File: src/hdl/rti_pkg.sv
package rti_pkg;

   localparam int COORD_WIDTH_DEF = 16;
   localparam int RAW_W           = 16;
   localparam int CI              = 17;
   localparam int DW              = CI + 1;
   localparam int PW              = 2 * DW + 1;
   localparam int MW              = DW + PW;
   localparam int AW              = MW + 2;
   localparam int NW              = AW;
   localparam int FRAC_W          = 16;
   localparam int INT_W           = 17;
   localparam int QW              = INT_W + FRAC_W;
   localparam int REM_W           = NW + FRAC_W;
   localparam int DIV_W           = NW + QW - 1;
   localparam int CNT_W           = 6;
   localparam int EPS_W           = 32;
   localparam int DIST_W          = 32;
   localparam int BARY_W          = 17;
   localparam int REQ_DATA_W      = 104;
   localparam int RSP_DATA_W      = 72;
   localparam int MAC_STEPS       = 24;
   localparam int STEP_W          = 5;
   localparam int VTX_COUNT       = 3;
   localparam int QUEUE_DEPTH     = 2;
   localparam int QPTR_W          = 1;
   localparam int QCNT_W          = 2;

   localparam logic [EPS_W-1:0]  EPS_RESET = 32'd16;
   localparam logic [DIST_W-1:0] MISS_DIST = 32'hFFFF_0000;
   localparam logic [DIST_W-1:0] DIST_MAX  = 32'h7FFF_FFFF;
   localparam logic [DIST_W-1:0] DIST_MIN  = 32'h8000_0000;
   localparam logic              CMD_VERTEX = 1'b0;
   localparam logic              CMD_RAY    = 1'b1;

   typedef struct packed {
      logic [RAW_W-1:0] x;
      logic [RAW_W-1:0] y;
      logic [RAW_W-1:0] z;
   } raw3_type;

   typedef struct packed {
      logic [DW-1:0] x;
      logic [DW-1:0] y;
      logic [DW-1:0] z;
   } vec_type;

   typedef struct packed {
      vec_type dir;
      vec_type e1;
      vec_type e2;
      vec_type tv;
   } item_type;

   typedef enum logic [1:0] {A_DIR, A_E1, A_TV, A_E2} avec_type;
   typedef enum logic [1:0] {B_E2, B_E1, B_P, B_Q} bvec_type;
   typedef enum logic [3:0] {
      D_NONE, D_P0, D_P1, D_P2, D_DET, D_UN, D_Q0, D_Q1, D_Q2, D_VN, D_TN
   } dest_type;

   typedef struct packed {
      avec_type   a_vec;
      logic [1:0] a_idx;
      bvec_type   b_vec;
      logic [1:0] b_idx;
      logic       first;
      logic       last;
      logic       sub;
      dest_type   dest;
   } step_type;

   typedef enum logic [3:0] {
      ST_IDLE, ST_MAC, ST_DRAIN, ST_CHECK, ST_T_GO, ST_T_WAIT,
      ST_U_GO, ST_U_WAIT, ST_V_GO, ST_V_WAIT, ST_OUT
   } back_state_type;

   typedef struct packed {
      logic          start;
      logic [NW-1:0] num;
      logic [NW-1:0] den;
   } div_req_type;

   typedef struct packed {
      logic          done;
      logic          ovf;
      logic [QW-1:0] quo;
   } div_rsp_type;

   function automatic step_type mk_step(avec_type av, logic [1:0] ai, bvec_type bv,
                                        logic [1:0] bi, logic first, logic last,
                                        logic sub, dest_type dest);
      step_type s;
      s.a_vec = av;
      s.a_idx = ai;
      s.b_vec = bv;
      s.b_idx = bi;
      s.first = first;
      s.last  = last;
      s.sub   = sub;
      s.dest  = dest;
      return s;
   endfunction

   function automatic step_type mac_step(logic [STEP_W-1:0] s);
      step_type r;
      case (s)
         5'd0:  r = mk_step(A_DIR, 2'd1, B_E2, 2'd2, 1'b1, 1'b0, 1'b0, D_NONE);
         5'd1:  r = mk_step(A_DIR, 2'd2, B_E2, 2'd1, 1'b0, 1'b1, 1'b1, D_P0);
         5'd2:  r = mk_step(A_DIR, 2'd2, B_E2, 2'd0, 1'b1, 1'b0, 1'b0, D_NONE);
         5'd3:  r = mk_step(A_DIR, 2'd0, B_E2, 2'd2, 1'b0, 1'b1, 1'b1, D_P1);
         5'd4:  r = mk_step(A_DIR, 2'd0, B_E2, 2'd1, 1'b1, 1'b0, 1'b0, D_NONE);
         5'd5:  r = mk_step(A_DIR, 2'd1, B_E2, 2'd0, 1'b0, 1'b1, 1'b1, D_P2);
         5'd6:  r = mk_step(A_E1,  2'd0, B_P,  2'd0, 1'b1, 1'b0, 1'b0, D_NONE);
         5'd7:  r = mk_step(A_E1,  2'd1, B_P,  2'd1, 1'b0, 1'b0, 1'b0, D_NONE);
         5'd8:  r = mk_step(A_E1,  2'd2, B_P,  2'd2, 1'b0, 1'b1, 1'b0, D_DET);
         5'd9:  r = mk_step(A_TV,  2'd0, B_P,  2'd0, 1'b1, 1'b0, 1'b0, D_NONE);
         5'd10: r = mk_step(A_TV,  2'd1, B_P,  2'd1, 1'b0, 1'b0, 1'b0, D_NONE);
         5'd11: r = mk_step(A_TV,  2'd2, B_P,  2'd2, 1'b0, 1'b1, 1'b0, D_UN);
         5'd12: r = mk_step(A_TV,  2'd1, B_E1, 2'd2, 1'b1, 1'b0, 1'b0, D_NONE);
         5'd13: r = mk_step(A_TV,  2'd2, B_E1, 2'd1, 1'b0, 1'b1, 1'b1, D_Q0);
         5'd14: r = mk_step(A_TV,  2'd2, B_E1, 2'd0, 1'b1, 1'b0, 1'b0, D_NONE);
         5'd15: r = mk_step(A_TV,  2'd0, B_E1, 2'd2, 1'b0, 1'b1, 1'b1, D_Q1);
         5'd16: r = mk_step(A_TV,  2'd0, B_E1, 2'd1, 1'b1, 1'b0, 1'b0, D_NONE);
         5'd17: r = mk_step(A_TV,  2'd1, B_E1, 2'd0, 1'b0, 1'b1, 1'b1, D_Q2);
         5'd18: r = mk_step(A_DIR, 2'd0, B_Q,  2'd0, 1'b1, 1'b0, 1'b0, D_NONE);
         5'd19: r = mk_step(A_DIR, 2'd1, B_Q,  2'd1, 1'b0, 1'b0, 1'b0, D_NONE);
         5'd20: r = mk_step(A_DIR, 2'd2, B_Q,  2'd2, 1'b0, 1'b1, 1'b0, D_VN);
         5'd21: r = mk_step(A_E2,  2'd0, B_Q,  2'd0, 1'b1, 1'b0, 1'b0, D_NONE);
         5'd22: r = mk_step(A_E2,  2'd1, B_Q,  2'd1, 1'b0, 1'b0, 1'b0, D_NONE);
         5'd23: r = mk_step(A_E2,  2'd2, B_Q,  2'd2, 1'b0, 1'b1, 1'b0, D_TN);
         default: r = mk_step(A_DIR, 2'd0, B_E2, 2'd0, 1'b1, 1'b0, 1'b0, D_NONE);
      endcase
      return r;
   endfunction

   function automatic logic [DW-1:0] pick(vec_type v, logic [1:0] i);
      logic [DW-1:0] r;
      case (i)
         2'd0:    r = v.x;
         2'd1:    r = v.y;
         default: r = v.z;
      endcase
      return r;
   endfunction

endpackage

File: src/hdl/rti_div.sv
module rti_div (
   input  logic                 clock,
   input  logic                 reset,
   input  rti_pkg::div_req_type req,
   output rti_pkg::div_rsp_type rsp
);
   import rti_pkg::*;

   logic             busy_ff, busy_in;
   logic             done_ff, done_in;
   logic             ovf_ff, ovf_in;
   logic [CNT_W-1:0] cnt_ff, cnt_in;
   logic [REM_W-1:0] rem_ff, rem_in;
   logic [DIV_W-1:0] dvs_ff, dvs_in;
   logic [QW-1:0]    quo_ff, quo_in;
   logic             ge;

   assign ge = DIV_W'(rem_ff) >= dvs_ff;

   always_comb begin
      busy_in = busy_ff;
      done_in = 1'b0;
      ovf_in  = ovf_ff;
      cnt_in  = cnt_ff;
      rem_in  = rem_ff;
      dvs_in  = dvs_ff;
      quo_in  = quo_ff;
      if (req.start) begin
         busy_in = 1'b1;
         cnt_in  = '0;
         quo_in  = '0;
         rem_in  = {req.num, FRAC_W'(0)};
         dvs_in  = {req.den, (QW - 1)'(0)};
         ovf_in  = (NW + INT_W)'(req.num) >= {req.den, INT_W'(0)};
      end else if (busy_ff) begin
         if (ge) begin
            rem_in = rem_ff - dvs_ff[REM_W-1:0];
         end
         quo_in = {quo_ff[QW-2:0], ge};
         dvs_in = dvs_ff >> 1;
         cnt_in = cnt_ff + 1'b1;
         if (cnt_ff == CNT_W'(QW - 1)) begin
            busy_in = 1'b0;
            done_in = 1'b1;
         end
      end
   end

   always_ff @(posedge clock) begin
      if (reset) begin
         busy_ff <= 1'b0;
         done_ff <= 1'b0;
      end else begin
         busy_ff <= busy_in;
         done_ff <= done_in;
      end
      ovf_ff <= ovf_in;
      cnt_ff <= cnt_in;
      rem_ff <= rem_in;
      dvs_ff <= dvs_in;
      quo_ff <= quo_in;
   end

   assign rsp.done = done_ff;
   assign rsp.ovf  = ovf_ff;
   assign rsp.quo  = quo_ff;

endmodule

File: config.mk
export PLATFORM = sky130hd
export DESIGN_NAME = rti_div
export DESIGN_NICKNAME = d
export VERILOG_FILES = /design/src/hdl/rti_pkg.sv /design/src/hdl/rti_div.sv
export SDC_FILE = /design/constraint.sdc
export NUM_CORES = 1
export LEC_CHECK = 0
export BUFFER_PORTS_ARGS = -buffer_cell sky130_fd_sc_hd__buf_2
export CELL_PAD_IN_SITES_DETAIL_PLACEMENT = 0
export CELL_PAD_IN_SITES_GLOBAL_PLACEMENT = 1
export CORE_AREA = 4 4 244 246
export DETAILED_ROUTE_END_ITERATION = 7
export DIE_AREA = 0 0 248 250
export GPL_ROUTABILITY_DRIVEN = 0
export PLACE_DENSITY_LB_ADDON = 0.1
export SLEW_MARGIN = 20
export SYNTH_ARGS = -nofsm -noshare
export SYNTH_HDL_FRONTEND = slang
export SYNTH_SLANG_ARGS = --single-unit
File: constraint.sdc
create_clock -name clock -period 5.8 [get_ports clock]
set_input_delay 0.87 -clock clock [delete_from_list [all_inputs] [get_ports clock]]
set_output_delay 0.87 -clock clock [all_outputs]
set_load 0.01 [all_outputs]
Word-level counts from Yosys, hierarchy flattened. Cells that the tools add are included.

Add/sub/neg operators: 2. $lt $le $gt $ge: 2. Eq/ne operators: 1. Muxes and demuxes: 9. Bitwise logic cells: 1. Reductions and logical operators: 5.

Operators by type and width (count): $mux 73 (3); $mux 89 (2); $ge 73x89->1 (1); $ge 57x74->1 (1); $sub 73x73->73 (1); $add 6x1->6 const B (1); $eq 6x6->1 const B (1); $mux 1 (4); $reduce_and 2->1 (2); $reduce_bool 2->1 (2); $reduce_or 3->1 (1); $not 1->1 (1).

Register bits after elaboration: 204. Bits of input ports: 117. Output and inout bits: 35. Word-level logic and storage cells: 29.

Longest topological paths before layout. Gate-level depths: netlist of run 1.

Depth after elaboration: 4. Gate-level depth with buffers: 15.

Least setup slack after synthesis of run 1. Ideal clock, no wire load.

Path type: flip-flop to flip-flop. Start point: register rem_ff[16]. End point: register rem_ff[16], enable pin. Data arrival time: 3.749 ns. Data required time: 5.154 ns. Slack: 1.405 ns. Stages on the path, launching flop included: 15. Period minus slack after synthesis: 4.395 ns. Cells stage by stage: edfxtp_1 > ha_1 > buf_2 > a21o_1 > a31o_2 > or4b_1 > a21oi_1 > nand2b_1 > o21a_2 > o21ai_4 > a21boi_2 > nand2b_1 > clkbuf_1 > buf_2 > nand2_1.

Word-level cells in the longest chain between the ends: 3.

Ends and longest elaborated chain: start: declaration (line rti_div.sv:13) `logic [REM_W-1:0] rem_ff, rem_in;`; start signal: assignment (line rti_div.sv:59) `rem_ff <= rem_in;`; $ge 73x89->1 (line rti_div.sv:18) `assign ge = DIV_W'(rem_ff) >= dvs_ff;`; $reduce_bool 2->1 (no line); $reduce_and 2->1 (no line).

Every way passes these cells. A chain may end at the register's enable or synchronous reset.

Final worst setup path of run 1.
Start point: input req[6] in the netlist's numbering. End point: register ovf_ff, data pin.

Word-level cells in the longest chain between the ends: 1.

Ends and longest elaborated chain: start: declaration (line rti_div.sv:4) `input rti_pkg::div_req_type req,`; $ge 57x74->1 (line rti_div.sv:34) `ovf_in = (NW + INT_W)'(req.num) >= {req.den, INT_W'(0)};`; end signal: assignment (line rti_div.sv:57) `ovf_ff <= ovf_in;`; end: declaration (line rti_div.sv:11) `logic ovf_ff, ovf_in;`.

Every way passes these cells.

==> metrics.log, run 1 <==
[metrics] cell type with the largest total area after synthesis: edfxtp_1
[metrics] critical path capture point type: register
[metrics] highest fanout seen on the critical path: 2
[metrics] proportion of register bits with asynchronous set or reset after synthesis: 0%
[metrics] Required @ worst endpoint: 6.21 ns
[metrics] buffering stage count on the worst path with inverters included: 2
[metrics] final hold slack: 0.468 ns
[metrics] Core Region: 0.0574 mm²
[metrics] vias per inst: 4.72
[metrics] number of hold buffers added after CTS: 0
[metrics] top cell type's share of synthesized area: 24.2%
[metrics] Primary FF master, synth: edfxtp_1
[metrics] clock network power share: 38.5%
[metrics] chip width: 248 µm
[metrics] endpoint of the worst register-to-register path: rem_ff[27]
[metrics] synthesized net count: 1921
[metrics] net load switching power: 1.31 mW
[metrics] worst hold path type: in2reg
[metrics] combinational group share of total power: 22.2%
[metrics] cell with the most instances after synthesis: nand2_1
[metrics] critical path class: in2reg
[metrics] gate family responsible for the most delay along the worst path: compound AO/OA/AOI/OAI gates
[metrics] wire length of the first global-routing pass: 74.0 mm
[metrics] row count: 88
[metrics] clock sinks: 204
[metrics] register clock-pin slew on the reported worst setup and hold paths: 0.06 ns
[metrics] final setup TNS: 0 ns
[metrics] number of enable flip-flop cells after synthesis: 115
[metrics] critical register-to-register path startpoint: dvs_ff[23]
[metrics] Setup-failing EPs final: 0
[metrics] synth top area cells: edfxtp_1 (24%), dfxtp_1 (13%), ha_1 (10%), nand2_1 (6.3%), mux2i_1 (5.7%)
[metrics] result of the run: complete, no violations
[metrics] count of placed standard cells including taps: 2523
[metrics] power density over the cells: 254 mW/mm²
[metrics] synthesized-area fraction occupied by ao, oa, aoi and oai cells: 19.2%
[metrics] I/O pins: 152
[metrics] library cell used as clock root buffer: clkbuf_16
[metrics] average cell area after synthesis: 8.44 µm²
[metrics] worst slew slack as a fraction of its limit: 30.7%
[metrics] via count: 12160
[metrics] remaining global-route overflow: 0
[metrics] share of layout cells above drive strength 1: 12.9%
[metrics] largest vdd supply drop: 193 µV
[metrics] initial core utilization: 24.8%
[metrics] top cells by instance count after synthesis: nand2_1 (239), nor2_1 (146), inv_1 (144)
[metrics] TritonCTS clock tree: yes
[metrics] Skew-Pair Late Insertion Delay: 0.57 ns
[metrics] Worst Reg-to-Reg Cells: 12
[metrics] total routed wirelength: 47.5 mm
[metrics] final setup skew: 0.0138 ns
[metrics] final critical-path share of the clock period: 75.0%
[metrics] simple-gate share of the synthesized area: 17.4%
[metrics] total half-perimeter wirelength after legalization and detailed placement: 37.3 mm
[metrics] Total GRT Usage: 15.1%
[metrics] worst setup slack after placement: 0.663 ns
[metrics] residual DRC count: 0
[metrics] synthesized instance count: 1688
[metrics] Avg WL per Cell: 18.5 µm
[metrics] worst hold path depth: 2
[metrics] relative contribution of sequential cells to total power: 39.3%
[metrics] die area: 0.0620 mm²
[metrics] largest net degree at the start of global routing: 165
[metrics] nets: 2021
[metrics] crit path launch type: input pin
[metrics] Leakage: 6.99 nW
[metrics] fraction of synthesized area in multiplexers: 5.69%
[metrics] setup repair after global routing missed its margin: no
[metrics] maximum count of clock buffers along a single path: 3
[metrics] antenna violations before repair: 2
[metrics] Max Fclk: 230 MHz
[metrics] max-slew violation count: 0
[metrics] endpoint of the worst hold-timing path: busy_ff
[metrics] signed area change from the synthesized netlist to the final layout: 16.2%
[metrics] Critical Path Max Stage Delay: 0.65 ns
[metrics] Setup WS post-layout: 1.45 ns
[metrics] number of nets with antenna violations after routing: 0
[metrics] TritonCTS Buffers: 28
[metrics] number of unique standard cell types used by synthesis: 74
[metrics] count of TritonRoute iterations in the first routing pass: 7
[metrics] floorplan die height: 250 µm
[metrics] synthesized area: 0.0142 mm²
[metrics] setup repair bufs after CTS: 0
[metrics] vias in the first global route: 12642
[metrics] critical-path cell list: buf_2, inv_1, ha_1, nand4_1, a21oi_1, o31a_1, o21ai_0, a2111oi_0, o21ai_0, a221oi_1, o21ai_0, a31oi_1
[metrics] count of final hold-check violations: 0
[metrics] diode count: 0
[metrics] number of port buffers: 151
[metrics] XOR/XNOR share of the synthesized area: 4.18%
[metrics] internal power contribution: 2.90 mW
[metrics] Data arrival, critical path: 4.76 ns
[metrics] Initial DRC Count: 604
[metrics] max cap viols: 0
[metrics] count of state elements after synthesis: 204
[metrics] total of warnings raised by yosys: 0
[metrics] synthesized-area fraction occupied by adder cells: 10.2%
[metrics] number of gates given a new drive strength after cts: 0
[metrics] H-tree depth: 1
[metrics] net switching share of the total power: 31.1%
[metrics] post-route non-filler standard cell count: 2575
[metrics] library cell contributing the largest single delay on the critical path: a221oi_1
[metrics] most frequent cell on the critical path: o21ai_0
[metrics] beginning of the worst hold path: reset
[metrics] min Tclk post-route: 4.35 ns
[metrics] actual slew at the worst max-slew pin: 1.04 ns
[metrics] worst reg2reg setup slack: 1.73 ns
[metrics] largest family of logic cells by synthesized area: compound AO/OA/AOI/OAI gates
[metrics] register area share after synthesis: 36.8%
[worst max path at each step]
stage          slack, ns  startpoint  cells after the start    endpoint
6_report            1.45      req[6]                     12      ovf_ff
5_1_grt             0.98      req[6]                     11      ovf_ff
4_1_cts             1.22      req[6]                     12      ovf_ff
3_5_place_dp        0.66      req[6]                     12      ovf_ff
3_3_place_gp        0.59      req[5]                     12      ovf_ff
2_1_floorplan       1.40  rem_ff[16]                     14  rem_ff[16]
[power groups by stage]
| stage | Combinational [mW] | Clock (mW) | Sequential, mW |
|---|---|---|---|
| floorplan | 0.644 | 0 | 1.66 |
| global placement | 0.950 | 0 | 1.68 |
| detailed placement | 0.944 | 0 | 1.69 |
| CTS | 0.949 | 1.70 | 1.66 |
| global route | 1.04 | 1.76 | 1.66 |
| finish | 0.934 | 1.62 | 1.65 |
[cell type report]
class	instances	area [µm²]
flip-flops and latches	204	5240
repair buffers	163	880
clock buffers	38	748
inverters	144	541
clock inverters	14	106
fillers	6229	40800
multi-input cells	1247	8070
well taps	765	957
[state kept, by name, summed over array words and instances (netlist names)]
signal	cells
dvs_ff	89
cnt_ff	6
done_ff	1
rem_ff	73
busy_ff	1
ovf_ff	1
quo_ff	33
[metrics by stage]
step / cell area, µm² / utilization [%] / total power [mW]
floorplan: 14200 / - / 2.30
global placement: 15700 / 27.4 / 2.63
detailed placement: 15700 / 27.4 / 2.63
CTS: 16500 / 28.8 / 4.30
global route: 16500 / 28.8 / 4.46
finish: 16500 / 28.8 / 4.21
[routing by layer]
layer	share of wire, %	track usage (%)	up-vias
met1	47	20.6	5740
met3	4.1	2.35	53
met2	46	25.0	196
met5	0.025	0	-
met4	2.3	3.40	2
li1	-	-	6169
[cell families after synthesis]
group                    after synthesis
adder cells (fa/ha/maj)              116
XOR/XNOR                              68
AO/OA/AOI/OAI                        434
AND/OR/NAND/NOR                      548
multiplexers                          81
buffers and inverters                237
flip-flops                           204
[cell usage in the layout, fill, tap and decap left out, drive strengths merged, types with 39 or more instances in the layout]
cell / Yosys / final
nor2: 147 / 147
edfxtp: 115 / 115
nand2: 240 / 240
mux2i: 81 / 81
clkbuf: 68 / 39
ha: 115 / 115
nand4: 46 / 46
buf: 25 / 162
dfxtp: 89 / 89
a21oi: 101 / 101
a21o: 61 / 61
inv: 144 / 144
o21ai: 145 / 145
xnor2: 43 / 43
Note: power is estimated with default switching activity, not from simulation.
==> run 2, diff against run 1 <==
==> constraint.sdc (replaced) <==
create_clock -name clock -period 4.5 [get_ports clock]
set_input_delay 0.675 -clock clock [delete_from_list [all_inputs] [get_ports clock]]
set_output_delay 0.675 -clock clock [all_outputs]
set_load 0.01 [all_outputs]
==> run 2 against run 1 <==
  * Die area unchanged
  * Worst hold slack worse by 0.17 ns
  * Count of clock-buffer cells in the layout up 8
  * Register-to-register slack worse by 1.1 ns
  * Sequential power up 28%
  * Clock skew up 0.0020 ns
  * Utilization up 0.33 points
  * Critical path type is now reg2reg
==> metrics.log, run 2 (synthesis results as in run 1) <==
[metrics] number of port buffers: 151 (unchanged)
[metrics] floorplan die height: 250 µm (unchanged)
[metrics] worst slew slack as a fraction of its limit: 37.0% (+6.3 points)
[metrics] critical path class: reg2reg
[metrics] residual DRC count: 0 (unchanged)
[metrics] register containing the most flip-flops in the final layout: dvs_ff
[metrics] max cap viols: 0 (unchanged)
[metrics] clock network power share: 40.1% (+1.6 points)
[metrics] final setup skew: 0.0158 ns (+0.00200 ns)
[metrics] net switching share of the total power: 30.8% (-0.34 points)
[metrics] remaining global-route overflow: 0 (unchanged)
[metrics] count of final hold-check violations: 0 (unchanged)
[metrics] largest registers in the final layout: dvs_ff x89, rem_ff x73, quo_ff x33
[metrics] final standard cell utilization of the core: 29.2% (+0.33 points)
[metrics] Setup-failing EPs final: 0 (unchanged)
[metrics] Leakage: 7.09 nW (+1.5%)
[metrics] chip width: 248 µm (unchanged)
[metrics] I/O pins: 152 (unchanged)
[metrics] number of nets with antenna violations after routing: 0 (unchanged)
[metrics] TritonCTS Buffers: 28 (unchanged)
[metrics] die area: 0.0620 mm² (unchanged)
[metrics] total routed wirelength: 48.5 mm (+2.2%)
[metrics] total half-perimeter wirelength after legalization and detailed placement: 37.6 mm (+0.84%)
[metrics] number of gates given a new drive strength after cts: 0 (unchanged)
[metrics] via count: 12394 (+1.9%)
[metrics] setup repair after global routing missed its margin: no
[metrics] library cell used as clock root buffer: clkbuf_16
[metrics] TritonCTS clock tree: yes
[metrics] clock sinks: 204 (unchanged)
[metrics] signed area change from the synthesized netlist to the final layout: 17.5%
[metrics] Initial DRC Count: 587 (-2.8%)
[metrics] power density over the cells: 334 mW/mm² (+31%)
[metrics] maximum count of clock buffers along a single path: 3 (unchanged)
[metrics] Max Fclk: 259 MHz
[metrics] vias in the first global route: 12592 (-0.40%)
[metrics] Power Total: 5.59 mW (+33%)
[metrics] actual slew at the worst max-slew pin: 0.945 ns (-0.0952 ns)
[metrics] Total GRT Usage: 15.4% (+0.30 points)
[metrics] relative contribution of sequential cells to total power: 37.9% (-1.4 points)
[metrics] register clock-pin slew on the reported worst setup and hold paths: 0.06 ns (about the same)
[metrics] Skew-Pair Late Insertion Delay: 0.56 ns (about the same)
[metrics] Core Region: 0.0574 mm² (unchanged)
[metrics] setup repair bufs after CTS: 0 (unchanged)
[metrics] critical path capture point type: register
[metrics] min Tclk post-route: 3.86 ns
[metrics] vias per inst: 4.79 (+1.5%)
[metrics] antenna violations before repair: 1 (-1)
[metrics] crit path launch type: register
[metrics] combinational group share of total power: 22.0% (-0.2 points)
[metrics] commonest cells after routing, fill and taps aside: nand2_1 (238), buf_2 (150), nor2_1 (146)
[metrics] H-tree depth: 1 (unchanged)
[metrics] largest net degree at the start of global routing: 193 (+17%)
[metrics] count of TritonRoute iterations in the first routing pass: 6 (-1)
[metrics] net load switching power: 1.72 mW (+32%)
[metrics] internal power contribution: 3.87 mW (+34%)
[metrics] wire length of the first global-routing pass: 75.0 mm (+1.3%)
[metrics] Avg WL per Cell: 18.8 µm (+1.7%)
[metrics] row count: 88 (unchanged)
[metrics] number of flip-flops in the largest register: 89 (unchanged)
[metrics] largest vdd supply drop: 320 µV (+66%)
[metrics] Data arrival, critical path: 4.13 ns (-0.63 ns)
[metrics] number of hold buffers added after CTS: 0 (unchanged)
[metrics] final critical-path share of the clock period: 85.7%
[metrics] Required @ worst endpoint: 4.77 ns (-1.44 ns)
[metrics] initial core utilization: 24.8% (unchanged)
[metrics] worst hold path type: in2reg
[metrics] share of layout cells above drive strength 1: 13.7% (+0.81 points)
[metrics] final setup TNS: 0 ns (unchanged)
[metrics] highest fanout seen on the critical path: 20 (+18)
[metrics] nets: 2031 (+0.49%)
[metrics] commonest non-fill, non-tap cell in the layout: nand2_1
[metrics] max-slew violation count: 0 (unchanged)
[metrics] result of the run: complete, no violations
## run 2: changes by cell type in the layout (fill, tap and decap cells not counted), sizes merged
| cell | previous run | this run |
|---|---|---|
| buf | 162 | 172 |
| clkinvlp | 2 | 0 |
| diode | 0 | 1 |
| clkinv | 11 | 6 |
| bufinv | 1 | 0 |
| clkbuf | 39 | 47 |
## run 2: final cells by class
class	count	area, µm²
fill	6294	40600
multi-input combinational	1247	8080
sequential	204	5240
timing repair buffer	173	980
tap	765	957
clock buffer	46	891
inverter	144	541
clock inverter	6	45.0
antenna	1	2.50
## run 2: per-stage QoR
| step | hold slack, ns | instances | instance area [µm²] | setup slack (ns) |
|---|---|---|---|---|
| global placement | 0.473 | 2533 | 15800 | -0.242 |
| floorplan | 0.443 | 1688 | 14200 | 0.105 |
| global route | 0.268 | 2585 | 16700 | 0.340 |
| detailed placement | 0.466 | 2533 | 15800 | 0.0170 |
| finish | 0.297 | 2586 | 16700 | 0.644 |
| CTS | 0.246 | 2585 | 16700 | 0.619 |
## run 2: worst paths after layout
check | start | endpoint | slack [ns] | depth (start not counted)
hold reg to reg | cnt_ff[5] | done_ff | 0.48 | 2
hold / removal | reset | busy_ff | 0.30 | 2
setup reg to reg | rem_ff[28] | rem_ff[18] | 0.64 | 12
setup / recovery | rem_ff[28] | rem_ff[18] | 0.64 | 12
## run 2: critical path, cell delays in order, from the launching register on
cell and delay [ns]:
edfxtp_1 0.37, ha_1 0.42, a21oi_1 0.27, o21ai_1 0.12
and4_1 0.21, a2111oi_0 0.59, o221a_2 0.33, o21a_2 0.24
o21ai_4 0.11, a21boi_2 0.14, nand2b_1 0.26, buf_4 0.36
o31ai_1 0.14
## run 2: layer usage
layer	vias up	share of wire [%]	global-route usage (%)
met5	-	0	0
met4	0	1.6	2.95
met3	50	4.1	2.04
met2	231	47	25.8
met1	5911	48	21.2
li1	6202	-	-
## run 2: power groups by stage
stage	Clock (mW)	Combinational, mW	Sequential [mW]
5_1_grt	2.42	1.37	2.13
4_1_cts	2.35	1.24	2.12
3_5_place_dp	0	1.24	2.16
3_3_place_gp	0	1.25	2.16
2_1_floorplan	0	0.831	2.14
6_report	2.24	1.23	2.12
