File: config.mk
export PLATFORM = sky130hd
export DESIGN_NAME = rti_front
export DESIGN_NICKNAME = d
export VERILOG_FILES = /design/src/hdl/rti_pkg.sv /design/src/hdl/rti_front.sv
export SDC_FILE = /design/constraint.sdc
export NUM_CORES = 1
export LEC_CHECK = 0
export BUFFER_PORTS_ARGS = -buffer_cell sky130_fd_sc_hd__buf_2
export CAP_MARGIN = 10
export CORE_ASPECT_RATIO = 1.75
export CORE_UTILIZATION = 49
export CTS_CLUSTER_DIAMETER = 50
export CTS_CLUSTER_SIZE = 14
export DETAILED_ROUTE_END_ITERATION = 10
export GPL_ROUTABILITY_DRIVEN = 1
export PLACE_DENSITY = 0.78
export SYNTH_ARGS = -nofsm -noshare
export SYNTH_HDL_FRONTEND = slang
export SYNTH_SLANG_ARGS = --single-unit
export TNS_END_PERCENT = 50
File: constraint.sdc
create_clock -name clock -period 4.15 [get_ports clock]
set_input_delay 0 -clock clock [delete_from_list [all_inputs] [get_ports clock]]
set_output_delay 0 -clock clock [all_outputs]
set_load 0.005 [all_outputs]
File: src/hdl/rti_pkg.sv
package rti_pkg;

   localparam int COORD_WIDTH_DEF = 16;
   localparam int RAW_W           = 16;
   localparam int CI              = 17;
   localparam int DW              = CI + 1;
   localparam int PW              = 2 * DW + 1;
   localparam int MW              = DW + PW;
   localparam int AW              = MW + 2;
   localparam int NW              = AW;
   localparam int FRAC_W          = 16;
   localparam int INT_W           = 17;
   localparam int QW              = INT_W + FRAC_W;
   localparam int REM_W           = NW + FRAC_W;
   localparam int DIV_W           = NW + QW - 1;
   localparam int CNT_W           = 6;
   localparam int EPS_W           = 32;
   localparam int DIST_W          = 32;
   localparam int BARY_W          = 17;
   localparam int REQ_DATA_W      = 104;
   localparam int RSP_DATA_W      = 72;
   localparam int MAC_STEPS       = 24;
   localparam int STEP_W          = 5;
   localparam int VTX_COUNT       = 3;
   localparam int QUEUE_DEPTH     = 2;
   localparam int QPTR_W          = 1;
   localparam int QCNT_W          = 2;

   localparam logic [EPS_W-1:0]  EPS_RESET = 32'd16;
   localparam logic [DIST_W-1:0] MISS_DIST = 32'hFFFF_0000;
   localparam logic [DIST_W-1:0] DIST_MAX  = 32'h7FFF_FFFF;
   localparam logic [DIST_W-1:0] DIST_MIN  = 32'h8000_0000;
   localparam logic              CMD_VERTEX = 1'b0;
   localparam logic              CMD_RAY    = 1'b1;

   typedef struct packed {
      logic [RAW_W-1:0] x;
      logic [RAW_W-1:0] y;
      logic [RAW_W-1:0] z;
   } raw3_type;

   typedef struct packed {
      logic [DW-1:0] x;
      logic [DW-1:0] y;
      logic [DW-1:0] z;
   } vec_type;

   typedef struct packed {
      vec_type dir;
      vec_type e1;
      vec_type e2;
      vec_type tv;
   } item_type;

   typedef enum logic [1:0] {A_DIR, A_E1, A_TV, A_E2} avec_type;
   typedef enum logic [1:0] {B_E2, B_E1, B_P, B_Q} bvec_type;
   typedef enum logic [3:0] {
      D_NONE, D_P0, D_P1, D_P2, D_DET, D_UN, D_Q0, D_Q1, D_Q2, D_VN, D_TN
   } dest_type;

   typedef struct packed {
      avec_type   a_vec;
      logic [1:0] a_idx;
      bvec_type   b_vec;
      logic [1:0] b_idx;
      logic       first;
      logic       last;
      logic       sub;
      dest_type   dest;
   } step_type;

   typedef enum logic [3:0] {
      ST_IDLE, ST_MAC, ST_DRAIN, ST_CHECK, ST_T_GO, ST_T_WAIT,
      ST_U_GO, ST_U_WAIT, ST_V_GO, ST_V_WAIT, ST_OUT
   } back_state_type;

   typedef struct packed {
      logic          start;
      logic [NW-1:0] num;
      logic [NW-1:0] den;
   } div_req_type;

   typedef struct packed {
      logic          done;
      logic          ovf;
      logic [QW-1:0] quo;
   } div_rsp_type;

   function automatic step_type mk_step(avec_type av, logic [1:0] ai, bvec_type bv,
                                        logic [1:0] bi, logic first, logic last,
                                        logic sub, dest_type dest);
      step_type s;
      s.a_vec = av;
      s.a_idx = ai;
      s.b_vec = bv;
      s.b_idx = bi;
      s.first = first;
      s.last  = last;
      s.sub   = sub;
      s.dest  = dest;
      return s;
   endfunction

   function automatic step_type mac_step(logic [STEP_W-1:0] s);
      step_type r;
      case (s)
         5'd0:  r = mk_step(A_DIR, 2'd1, B_E2, 2'd2, 1'b1, 1'b0, 1'b0, D_NONE);
         5'd1:  r = mk_step(A_DIR, 2'd2, B_E2, 2'd1, 1'b0, 1'b1, 1'b1, D_P0);
         5'd2:  r = mk_step(A_DIR, 2'd2, B_E2, 2'd0, 1'b1, 1'b0, 1'b0, D_NONE);
         5'd3:  r = mk_step(A_DIR, 2'd0, B_E2, 2'd2, 1'b0, 1'b1, 1'b1, D_P1);
         5'd4:  r = mk_step(A_DIR, 2'd0, B_E2, 2'd1, 1'b1, 1'b0, 1'b0, D_NONE);
         5'd5:  r = mk_step(A_DIR, 2'd1, B_E2, 2'd0, 1'b0, 1'b1, 1'b1, D_P2);
         5'd6:  r = mk_step(A_E1,  2'd0, B_P,  2'd0, 1'b1, 1'b0, 1'b0, D_NONE);
         5'd7:  r = mk_step(A_E1,  2'd1, B_P,  2'd1, 1'b0, 1'b0, 1'b0, D_NONE);
         5'd8:  r = mk_step(A_E1,  2'd2, B_P,  2'd2, 1'b0, 1'b1, 1'b0, D_DET);
         5'd9:  r = mk_step(A_TV,  2'd0, B_P,  2'd0, 1'b1, 1'b0, 1'b0, D_NONE);
         5'd10: r = mk_step(A_TV,  2'd1, B_P,  2'd1, 1'b0, 1'b0, 1'b0, D_NONE);
         5'd11: r = mk_step(A_TV,  2'd2, B_P,  2'd2, 1'b0, 1'b1, 1'b0, D_UN);
         5'd12: r = mk_step(A_TV,  2'd1, B_E1, 2'd2, 1'b1, 1'b0, 1'b0, D_NONE);
         5'd13: r = mk_step(A_TV,  2'd2, B_E1, 2'd1, 1'b0, 1'b1, 1'b1, D_Q0);
         5'd14: r = mk_step(A_TV,  2'd2, B_E1, 2'd0, 1'b1, 1'b0, 1'b0, D_NONE);
         5'd15: r = mk_step(A_TV,  2'd0, B_E1, 2'd2, 1'b0, 1'b1, 1'b1, D_Q1);
         5'd16: r = mk_step(A_TV,  2'd0, B_E1, 2'd1, 1'b1, 1'b0, 1'b0, D_NONE);
         5'd17: r = mk_step(A_TV,  2'd1, B_E1, 2'd0, 1'b0, 1'b1, 1'b1, D_Q2);
         5'd18: r = mk_step(A_DIR, 2'd0, B_Q,  2'd0, 1'b1, 1'b0, 1'b0, D_NONE);
         5'd19: r = mk_step(A_DIR, 2'd1, B_Q,  2'd1, 1'b0, 1'b0, 1'b0, D_NONE);
         5'd20: r = mk_step(A_DIR, 2'd2, B_Q,  2'd2, 1'b0, 1'b1, 1'b0, D_VN);
         5'd21: r = mk_step(A_E2,  2'd0, B_Q,  2'd0, 1'b1, 1'b0, 1'b0, D_NONE);
         5'd22: r = mk_step(A_E2,  2'd1, B_Q,  2'd1, 1'b0, 1'b0, 1'b0, D_NONE);
         5'd23: r = mk_step(A_E2,  2'd2, B_Q,  2'd2, 1'b0, 1'b1, 1'b0, D_TN);
         default: r = mk_step(A_DIR, 2'd0, B_E2, 2'd0, 1'b1, 1'b0, 1'b0, D_NONE);
      endcase
      return r;
   endfunction

   function automatic logic [DW-1:0] pick(vec_type v, logic [1:0] i);
      logic [DW-1:0] r;
      case (i)
         2'd0:    r = v.x;
         2'd1:    r = v.y;
         default: r = v.z;
      endcase
      return r;
   endfunction

endpackage

File: src/hdl/rti_front.sv
module rti_front #(
   parameter int COORD_WIDTH = rti_pkg::COORD_WIDTH_DEF
) (
   input  logic                          clock,
   input  logic                          req_tvalid,
   output logic                          req_tready,
   input  logic [rti_pkg::REQ_DATA_W-1:0] req_tdata,
   input  logic                          req_tuser,
   output logic                          push,
   output rti_pkg::item_type             push_item,
   input  logic                          full
);
   import rti_pkg::*;

   raw3_type         vtx_ff [VTX_COUNT];
   raw3_type         vtx_in;
   logic [1:0]       vidx;
   logic             vtx_we;
   logic             accept;
   raw3_type         pos;
   raw3_type         dir;
   logic [CI-1:0]    v0x, v0y, v0z;

   function automatic logic [CI-1:0] sext(logic [RAW_W-1:0] raw);
      logic [CI-1:0] r;
      logic          sgn;
      sgn = (COORD_WIDTH <= RAW_W) ? raw[(COORD_WIDTH <= RAW_W) ? COORD_WIDTH - 1 : 0] : 1'b0;
      for (int i = 0; i < RAW_W; i++) begin
         r[i] = (i < COORD_WIDTH) ? raw[i] : sgn;
      end
      r[CI-1] = sgn;
      return r;
   endfunction

   function automatic logic [DW-1:0] diff(logic [CI-1:0] a, logic [CI-1:0] b);
      return DW'($signed(a)) - DW'($signed(b));
   endfunction

   assign vidx       = req_tdata[1:0];
   assign pos.x      = req_tdata[17:2];
   assign pos.y      = req_tdata[33:18];
   assign pos.z      = req_tdata[49:34];
   assign dir.x      = req_tdata[65:50];
   assign dir.y      = req_tdata[81:66];
   assign dir.z      = req_tdata[97:82];
   assign req_tready = !full;
   assign accept     = req_tvalid && req_tready;
   assign vtx_we     = accept && (req_tuser == CMD_VERTEX) && (vidx inside {[2'd0:2'd2]});
   assign vtx_in     = pos;
   assign push       = accept && (req_tuser == CMD_RAY);

   assign v0x = sext(vtx_ff[0].x);
   assign v0y = sext(vtx_ff[0].y);
   assign v0z = sext(vtx_ff[0].z);

   always_comb begin
      push_item.dir.x = DW'($signed(sext(dir.x)));
      push_item.dir.y = DW'($signed(sext(dir.y)));
      push_item.dir.z = DW'($signed(sext(dir.z)));
      push_item.e1.x  = diff(sext(vtx_ff[1].x), v0x);
      push_item.e1.y  = diff(sext(vtx_ff[1].y), v0y);
      push_item.e1.z  = diff(sext(vtx_ff[1].z), v0z);
      push_item.e2.x  = diff(sext(vtx_ff[2].x), v0x);
      push_item.e2.y  = diff(sext(vtx_ff[2].y), v0y);
      push_item.e2.z  = diff(sext(vtx_ff[2].z), v0z);
      push_item.tv.x  = diff(sext(pos.x), v0x);
      push_item.tv.y  = diff(sext(pos.y), v0y);
      push_item.tv.z  = diff(sext(pos.z), v0z);
   end

   always_ff @(posedge clock) begin
      if (vtx_we) begin
         vtx_ff[vidx] <= vtx_in;
      end
   end

endmodule

======== Word-level counts from Yosys, hierarchy flattened ========
Memories as Yosys holds them, arrays and structs flattened.
Cells that the tools add are included.
storage, ports and cells
  register bits after elaboration ......... 0
  memories kept ........................... 1
  output and inout bits ................... 218
  memory bits (writable) .................. 144
cells by class
  bitwise operators ....................... 1
  multiplexer cells ....................... 2
  magnitude comparators ................... 2
  reductions and logical operators ........ 6
  add/sub/neg operators ................... 9
memory list
  name    depth  bits a word  rd ports  clocked after Yosys merged registers in  wr ports  RTL line         text
  vtx_ff  3      48           3         0                                        1         rti_front.sv:15  raw3_type vtx_ff [VTX_COUNT];
operator list
  cell                                                               number
  subtractor 16 x 16 -> 17 bit                                       9
  logical AND 1 bit                                                  5
  greater-or-equal comparator 2 x 1 -> 1 bit, second input constant  1
  less-or-equal comparator 2 bit, second input constant              1
  2-to-1 mux 1 bit                                                   2
  logical NOT 1 bit                                                  1
  NOT 1 bit                                                          1

======== Longest topological paths before layout ========
Gate-level depths: netlist of the first run.
  depth in word-level cells ............... 6
  gate-level depth with buffers ........... 10
  depth with buffers taken out ............ 9

======== Least setup slack after synthesis of the first run ========
Ideal clock, no wire load.
  kind .................................... input port to flip-flop
  from .................................... in full
  to ...................................... mem vtx_ff[2][0] in the netlist's numbering, enable pin
  stages on the path ...................... 3
  required time ........................... 3627 ps
  arrival time ............................ 3753 ps
  slack ................................... -126 ps
  path through ............................ inv_1 -> nand3_1 -> nor3b_1
on the way
  cells in the longest elaborated chain, start to end .. 6
RTL lines
  element                                 RTL line         text
  start, declared                         rti_front.sv:11  input logic full
  logical NOT 1 bit                       rti_front.sv:46  assign req_tready = !full;
  logical AND 1 bit                       rti_front.sv:47  assign accept = req_tvalid && req_tready;
  logical AND 1 bit (2 in series)         rti_front.sv:48  assign vtx_we = accept && (req_tuser == CMD_VERTEX) && (vidx inside {[2'd0:2'd2]});
  2-to-1 mux 1 bit                        rti_front.sv:72  if (vtx_we) begin
  2-to-1 mux 1 bit (not written as such)  rti_front.sv:73  vtx_ff[vidx] <= vtx_in;
  end, declared                           rti_front.sv:15
Every way passes these cells.

==> key figures, run 1 <==
Die
  – Die Span Y: 207 um
  – I/O pin count: 326
  – Starting Density: 50.1%
  – Row count: 74
  – Total die area: 24700 sq um
  – Core ar.: 23500 sq um
  – Die Wd: 119 um

Logic synthesis
  – Post-Synthesis Cells: 1213
  – Distinct cells, synth: 66
  – Mapped Avg Cell Area: 9.72 sq um
  – Synth Register Bits: 144
  – Sequential share of the synthesized area: 36.7%
  – Synth Warn #: 0
  – EDFF count, synth: 144
  – Mapped Nets: 1474
  – Syn Std Cell Area: 11800 sq um
  – Dominant synthesized flop cell: edfxtp_1
  – Post-synth ARST share: 0%

Run status
  – Status: finished clean

Drt
  – Via-to-Cell Ratio: 5.79
  – Via count: 10100
  – Starting DRT DRC Count: 415
  – Post-route ant nets: 0
  – Router iterations before antenna repair: 5
  – Wire per inst: 18.9 um
  – Remaining DRCs: 0
  – Wirelength, routed: 33000 um

Worst hold path
  – Worst hold path type: input port to output port

Timing
  – Final critical-path setup slack: 0.921 ns
  – Final setup viols: 0
  – Max Clk Rate: 0.310 GHz
  – Min Tclk post-route: 3.23 ns
  – Max_slew headroom: 44.3%
  – Hold Fails Final Rpt: 0
  – RSZ-0062 raised after global routing: no
  – Worst-Margin Slew: 0.826 ns
  – Period utilization: 77.8%
  – Final Max Slew Viols: 0

Final layout
  – Layout cells sized above 1: 18.8%
  – Post-route cell area: 13800 sq um
  – Top Registers: vtx_ff: 144 flops
  – Max reg flops: 144
  – Nets: 1689
  – Largest Register: vtx_ff
  – Most common cell after layout, fill and taps aside: buf_2
  – Area growth syn-to-layout: 17.2%
  – Commonest cells after routing, fill and taps aside: buf_2, ha_1, edfxtp_1, inv_1, a21oi_1

Clock network
  – Post-CTS sizing: 0
  – CTS tree: built
  – CTS root buffer: clkbuf_16
  – Clock transition at path regs: 0.06 ns
  – Max Buffers Root-to-Sink: 2
  – Total CTS buffers: 17
  – H-tree depth: 4
  – Sinks on Clock Net: 144

Power
  – Total power: 3.89 mW
  – Leak: 6.01 nW
  – Pwr dens: 281 nW/um^2
  – Peak supply drop: 0.000256 V

GRT
  – Total gr overflow: 0
  – Largest net degree at the start of global routing: 49
  – Number of global-route vias before repair: 10300
  – Global-route wire length before repair: 51300 um
  – GR Util All Layers: 26.9%
  – Initial antenna violation count: 1

Setup path
  – Crit path launch type: flop
  – Crit-path max FO: 4
  – CP Capture Type: output port
  – Critical path required time: 4.15 ns
  – Setup CP Type: flop to output port
  – Crit path arrival time: 3.23 ns

Placement
  – Routability cong.: 0.910
  – Pre-CTS setup slack: 1.49 ns
  – IO buf count: 217
  – HPWL Detailed: 25900 um
  – Dpl cell area: 12800 sq um

Job
  – Max-Cap Viols: 0
## cells in the mapped netlist (all sizes together), types with 12 or more instances
master / number / area share (%)
nor3: 19 / 0.81
xor2: 29 / 2.2
nand3: 22 / 0.93
o21a: 33 / 2.1
a21o: 22 / 1.4
a21oi: 102 / 4.4
nor2: 93 / 3.0
o21ai: 63 / 2.7
edfxtp: 144 / 37
nor2b: 26 / 1.4
nand2: 69 / 2.2
o211ai: 13 / 0.83
xnor2: 74 / 5.5
ha: 144 / 15
inv: 106 / 3.4
nand2b: 24 / 1.3
buf: 63 / 4.0
a211oi: 12 / 0.76
## kinds of logic after synthesis
group / Yosys count / synth area share, %
AO/OA/AOI/OAI: 337 / 19.0
XOR/XNOR: 103 / 7.65
adder cells (fa/ha/maj): 153 / 16.8
buffers and inverters: 178 / 7.67
flip-flops: 144 / 36.7
multiplexers: 3 / 0.255
AND/OR/NAND/NOR: 295 / 11.9
## layout make-up
cell class                 count  area (sq um)
fill                        2025          9700
multi-input combinational    891          6580
sequential                   144          4320
timing repair buffer         268          1590
clock buffer                  17           425
inverter                     106           398
tap                          304           380
clock inverter                15           126
antenna                        1          2.50
## what timing repair did
| item | 4_1_cts | 5_1_grt |
|---|---|---|
| hold buffers | 48 | 0 |
| endpoints found under the setup margin | 0 | 0 |
| buffers inserted | 0 | 0 |
| endpoints found under the hold margin | 144 | 0 |
## worst max-delay path, cell delays in order (launching register included)
cell and delay, ns:
edfxtp_1 0.39, ha_1 0.22, fa_1 0.26, nor2b_1 0.08, o31a_1 0.30, o32a_1 0.39
a21oi_1 0.40, o211ai_1 0.17, o21ai_0 0.34, buf_2 0.24
## where the power goes
group	total (mW)	switching [mW]	internal (mW)
clock network	1.44	0.661	0.780
logic	0.808	0.445	0.363
registers	1.64	0.00956	1.63
## path summary, 6_finish.rpt
| check | start | to | slack (ns) | depth (start not counted) |
|---|---|---|---|---|
| worst min-delay path | req_tdata[79] | push_item[193] | 0.000002 | 0 |
| worst max-delay path | vtx_ff[0][0]$_DFFE_PP_ | push_item[17] | 0.92 | 9 |
## metrics by stage
step	util, %	TNS (ns)	hold WS (ns)	cells
after global routing	58.8	0	0.00000963	1746
after global placement	54.4	0	0.0000381	1665
after floorplan	-	-11.29	0.0392	1213
final	58.8	0	0.00000192	1746
after CTS	58.8	0	0.0000381	1745
after detailed placement	54.4	0	0.0000381	1665
## per-layer routing
metal,vias up,wire (um),global-route usage [%]
met5,-,0,0
met1,4792,11200,24.5
met3,130,1790,5.62
met4,0,2030,17.9
met2,354,18000,51.8
li1,4833,-,-
Note: power is estimated with default switching activity, not from simulation.
==> run 2: changes to the inputs <==
Settings changed: ABC_AREA from default to 1, CORE_UTILIZATION 49 to 51.
Clock period 4.15 ns to 2.97 ns, I/O delays scaled along.
==> run 2 against run 1 <==
Net effect: largest cell class unchanged; sequential cell count unchanged; synthesized cell count increased by 71%; final cell count increased by 51%; first-iteration DRC count increased by 62%; total power increased by 49%; wire length increased by 22%; worst setup slack got worse by 0.55 ns; die area increased by 13%; hold slack about the same.
==> key figures, run 2 <==
Run status
  – Status: finished clean (unchanged)

Logic synthesis
  – Count leader, synth: nand2_1
  – Simple-Gate Fraction of Synth Area: 30.2% (was 11.9%)
  – Post-Synth XOR/XNOR Area: 3.99% (was 7.65%)
  – Syn Std Cell Area: 13800 sq um (was 11800 sq um)
  – Dominant synthesized flop cell: edfxtp_1 (unchanged)
  – Area contributors post-synth: edfxtp_1, nand2_1, inv_1, ha_1, nand3_1 (was edfxtp_1, ha_1, xnor2_1, a21oi_1, buf_4)
  – Post-Synthesis Cells: 2074 (was 1213)
  – Leading area contributor after synthesis: edfxtp_1 (unchanged)
  – Area share of fa/ha/maj cells after synthesis: 14.3% (was 16.8%)
  – Synth top cells by count: nand2_1, inv_1, edfxtp_1, ha_1, nand3_1 (was edfxtp_1, ha_1, inv_1)
  – Post-synth ARST share: 0% (unchanged)
  – Mapped Avg Cell Area: 6.67 sq um (was 9.72 sq um)
  – Main combinational cell family by area after synthesis: simple AND/OR/NAND/NOR gates (was compound AO/OA/AOI/OAI gates)
  – EDFF count, synth: 144 (unchanged)
  – Mux contribution to synthesized area: 0% (was 0.255%)
  – Synth Register Bits: 144 (unchanged)
  – Sequential share of the synthesized area: 31.2% (was 36.7%)
  – Area share of the largest cell type after synthesis: 31.2% (was 36.7%)
  – Post-synthesis compound-gate area fraction: 3.29% (was 19.0%)
  – Distinct cells, synth: 15 (was 66)
  – Synth Warn #: 0 (unchanged)
  – Mapped Nets: 2335 (was 1474)

Power
  – Flop pwr share: 39.7% (was 42.2%)
  – Clock Power Share: 39.4% (was 37.1%)
  – Comb pwr share: 21.0% (was 20.8%)
  – Leak: 9.62 nW (was 6.01 nW)
  – Peak supply drop: 0.000605 V (was 0.000256 V)
  – Net Sw Frac: 28.1% (was 28.7%)
  – Pwr dens: 361 nW/um^2 (was 281 nW/um^2)
  – Net switching power: 1.63 mW (was 1.12 mW)
  – Total internal power: 4.15 mW (was 2.77 mW)

Die
  – Die Span Y: 220 um (was 207 um)
  – Row count: 79 (was 74)
  – Core ar.: 26600 sq um (was 23500 sq um)
  – Total die area: 27800 sq um (was 24700 sq um)
  – Die Wd: 127 um (was 119 um)
  – Starting Density: 52.1% (was 50.1%)
  – I/O pin count: 326 (unchanged)

Drt
  – Remaining DRCs: 0 (unchanged)
  – Post-route ant nets: 0 (unchanged)
  – Wirelength, routed: 40300 um (was 33000 um)
  – Starting DRT DRC Count: 674 (was 415)
  – Via-to-Cell Ratio: 5.02 (was 5.79)
  – Wire per inst: 15.3 um (was 18.9 um)
  – Router iterations before antenna repair: 5 (unchanged)
  – Via count: 13200 (was 10100)

Clock network
  – Post-CTS sizing: 0 (unchanged)
  – H-tree depth: 4 (unchanged)
  – Sinks on Clock Net: 144 (unchanged)
  – CTS root buffer: clkbuf_16 (unchanged)
  – Clock transition at path regs: 0.06 ns (about the same)
  – Total CTS buffers: 17 (unchanged)
  – Max Buffers Root-to-Sink: 2 (unchanged)
  – CTS tree: built (unchanged)

GRT
  – Global-route wire length before repair: 62500 um (was 51300 um)
  – Total gr overflow: 0 (unchanged)
  – Initial antenna violation count: 0 (was 1)
  – Number of global-route vias before repair: 13400 (was 10300)
  – Largest net degree at the start of global routing: 49 (unchanged)
  – GR Util All Layers: 29.6% (was 26.9%)

Worst hold path
  – Hold wc startpoint: req_tdata[95] (was req_tdata[79])
  – Worst hold path type: input port to output port (unchanged)

Final layout
  – Largest Register: vtx_ff (unchanged)
  – Fill cells: 2442 (was 2025)
  – Diode count: 0 (was 1)
  – Nets: 2560 (was 1689)
  – Max reg flops: 144 (unchanged)
  – Commonest cells after routing, fill and taps aside: nand2_1, inv_1, buf_2, ha_1, edfxtp_1 (was buf_2, ha_1, edfxtp_1, inv_1, a21oi_1)
  – Most common cell after layout, fill and taps aside: nand2_1 (was buf_2)
  – Area growth syn-to-layout: 15.6% (was 17.2%)
  – Layout Utilization: 60.2% (was 58.8%)
  – Post-route cell area: 16000 sq um (was 13800 sq um)
  – Layout cells sized above 1: 11.0% (was 18.8%)
  – Top Registers: vtx_ff: 144 flops (unchanged)

Placement
  – Routability cong.: 0.945 (was 0.910)
  – IO buf count: 217 (unchanged)
  – Dpl cell area: 14900 sq um (was 12800 sq um)
  – HPWL Detailed: 32600 um (was 25900 um)

Timing
  – Final setup viols: 0 (unchanged)
  – Max Clk Rate: 0.385 GHz
  – Hold slack: 0.00000182 ns (was 0.00000192 ns)
  – Hold Fails Final Rpt: 0 (unchanged)
  – RSZ-0062 raised after global routing: no (unchanged)
  – Max_slew headroom: 47.5% (was 44.3%)
  – Worst-Margin Slew: 0.787 ns (was 0.826 ns)
  – Period utilization: 87.5%
  – Final Max Slew Viols: 0 (unchanged)
  – Min Tclk post-route: 2.60 ns

Setup path
  – CP Buf/Inv Count: 2 (was 1)
  – CP Capture Type: output port (unchanged)
  – CP Cell Sequence: ha_1, fa_1, inv_1, nand2_1, nand2_1, nand3_1, nand2_1, nand2_1, nand2_1, nand2_1, nand2_1, buf_2 (was ha_1, fa_1, nor2b_1, o31a_1, o32a_1, a21oi_1, o211ai_1, o21ai_0, buf_2)
  – Crit path launch type: flop (unchanged)
  – Setup CP Type: flop to output port (unchanged)
  – Critical path required time: 2.97 ns (was 4.15 ns)
  – Critical Path Slowest Stage Cell: edfxtp_1 (was a21oi_1)
  – Crit-path max FO: 3 (was 4)
  – CP max stage delay: 0.43 ns (was 0.40 ns)
  – Most used cell along the critical path: nand2_1
  – Crit path arrival time: 2.60 ns (was 3.23 ns)
  – Critical path startpoint: vtx_ff[0][0]$_DFFE_PP_ (unchanged)
  – Family with the most delay on the worst path: simple AND/OR/NAND/NOR gates (was compound AO/OA/AOI/OAI gates)

Job
  – Max-Cap Viols: 0 (unchanged)
==> run 2: cell types whose count changed after synthesis, moves of 24 or more <==
cell	change
nand2b_1	-24
xnor2_1	-55
nor2b_1	-26
o21ai_0	-59
o21a_1	-33
nand3_1	+78
nor2_1	-26
inv_1	+392
nand2_1	+777
==> run 2: power groups by stage <==
| stage | logic, mW | clock network (mW) | registers [mW] |
|---|---|---|---|
| 2_1_floorplan | 0.753 | 0 | 2.34 |
| 3_3_place_gp | 1.11 | 0 | 2.33 |
| 3_5_place_dp | 1.14 | 0 | 2.34 |
| 4_1_cts | 1.20 | 2.30 | 2.29 |
| 5_1_grt | 1.35 | 2.38 | 2.30 |
| 6_report | 1.21 | 2.27 | 2.29 |
==> run 2: cell families after synthesis <==
group,count (synthesis)
AO/OA/AOI/OAI,91
buffers and inverters,561
AND/OR/NAND/NOR,1062
XOR/XNOR,63
adder cells (fa/ha/maj),153
flip-flops,144
==> run 2: cell type report <==
class                   count  area [sq um]  area share, %
flip-flops and latches    144          4320           27.0
multi-input cells        1369          7190           44.9
clock inverters            13           186           1.16
well taps                 324           405           2.53
repair buffers            269          1600           9.98
inverters                 498          1870           11.7
clock buffers              18           429           2.68
==> run 2: metal layers <==
| layer | part of all wire (%) | global-route usage (%) | vias up |
|---|---|---|---|
| met3 | 6.1 | 6.94 | 149 |
| met2 | 55 | 60.2 | 447 |
| met4 | 6.9 | 22.1 | 0 |
| li1 | - | - | 6686 |
| met1 | 32 | 23.8 | 5951 |
| met5 | 0 | 0 | - |
==> run 2: repair_timing <==
item	CTS	global route
setup buffers	0	0
hold endpoints to repair	144	0
hold buffers	48	0
endpoints found under the setup margin	0	0
==> run 2: path summary, 6_finish.rpt <==
kind	to	slack, ns	depth (start not counted)
setup / recovery	push_item[124]	0.37	12
hold / removal	push_item[175]	0.000002	0
==> run 2: through the flow <==
| step | worst slack (ns) | setup TNS (ns) | total power, mW | instances |
|---|---|---|---|---|
| global route | 0.168 | 0 | 6.02 | 2635 |
| detailed placement | 0.870 | 0 | 3.47 | 2556 |
| global placement | 0.909 | 0 | 3.45 | 2556 |
| floorplan | -1.15 | -110.54 | 3.09 | 2074 |
| CTS | 0.377 | 0 | 5.79 | 2635 |
| finish | 0.370 | 0 | 5.78 | 2635 |
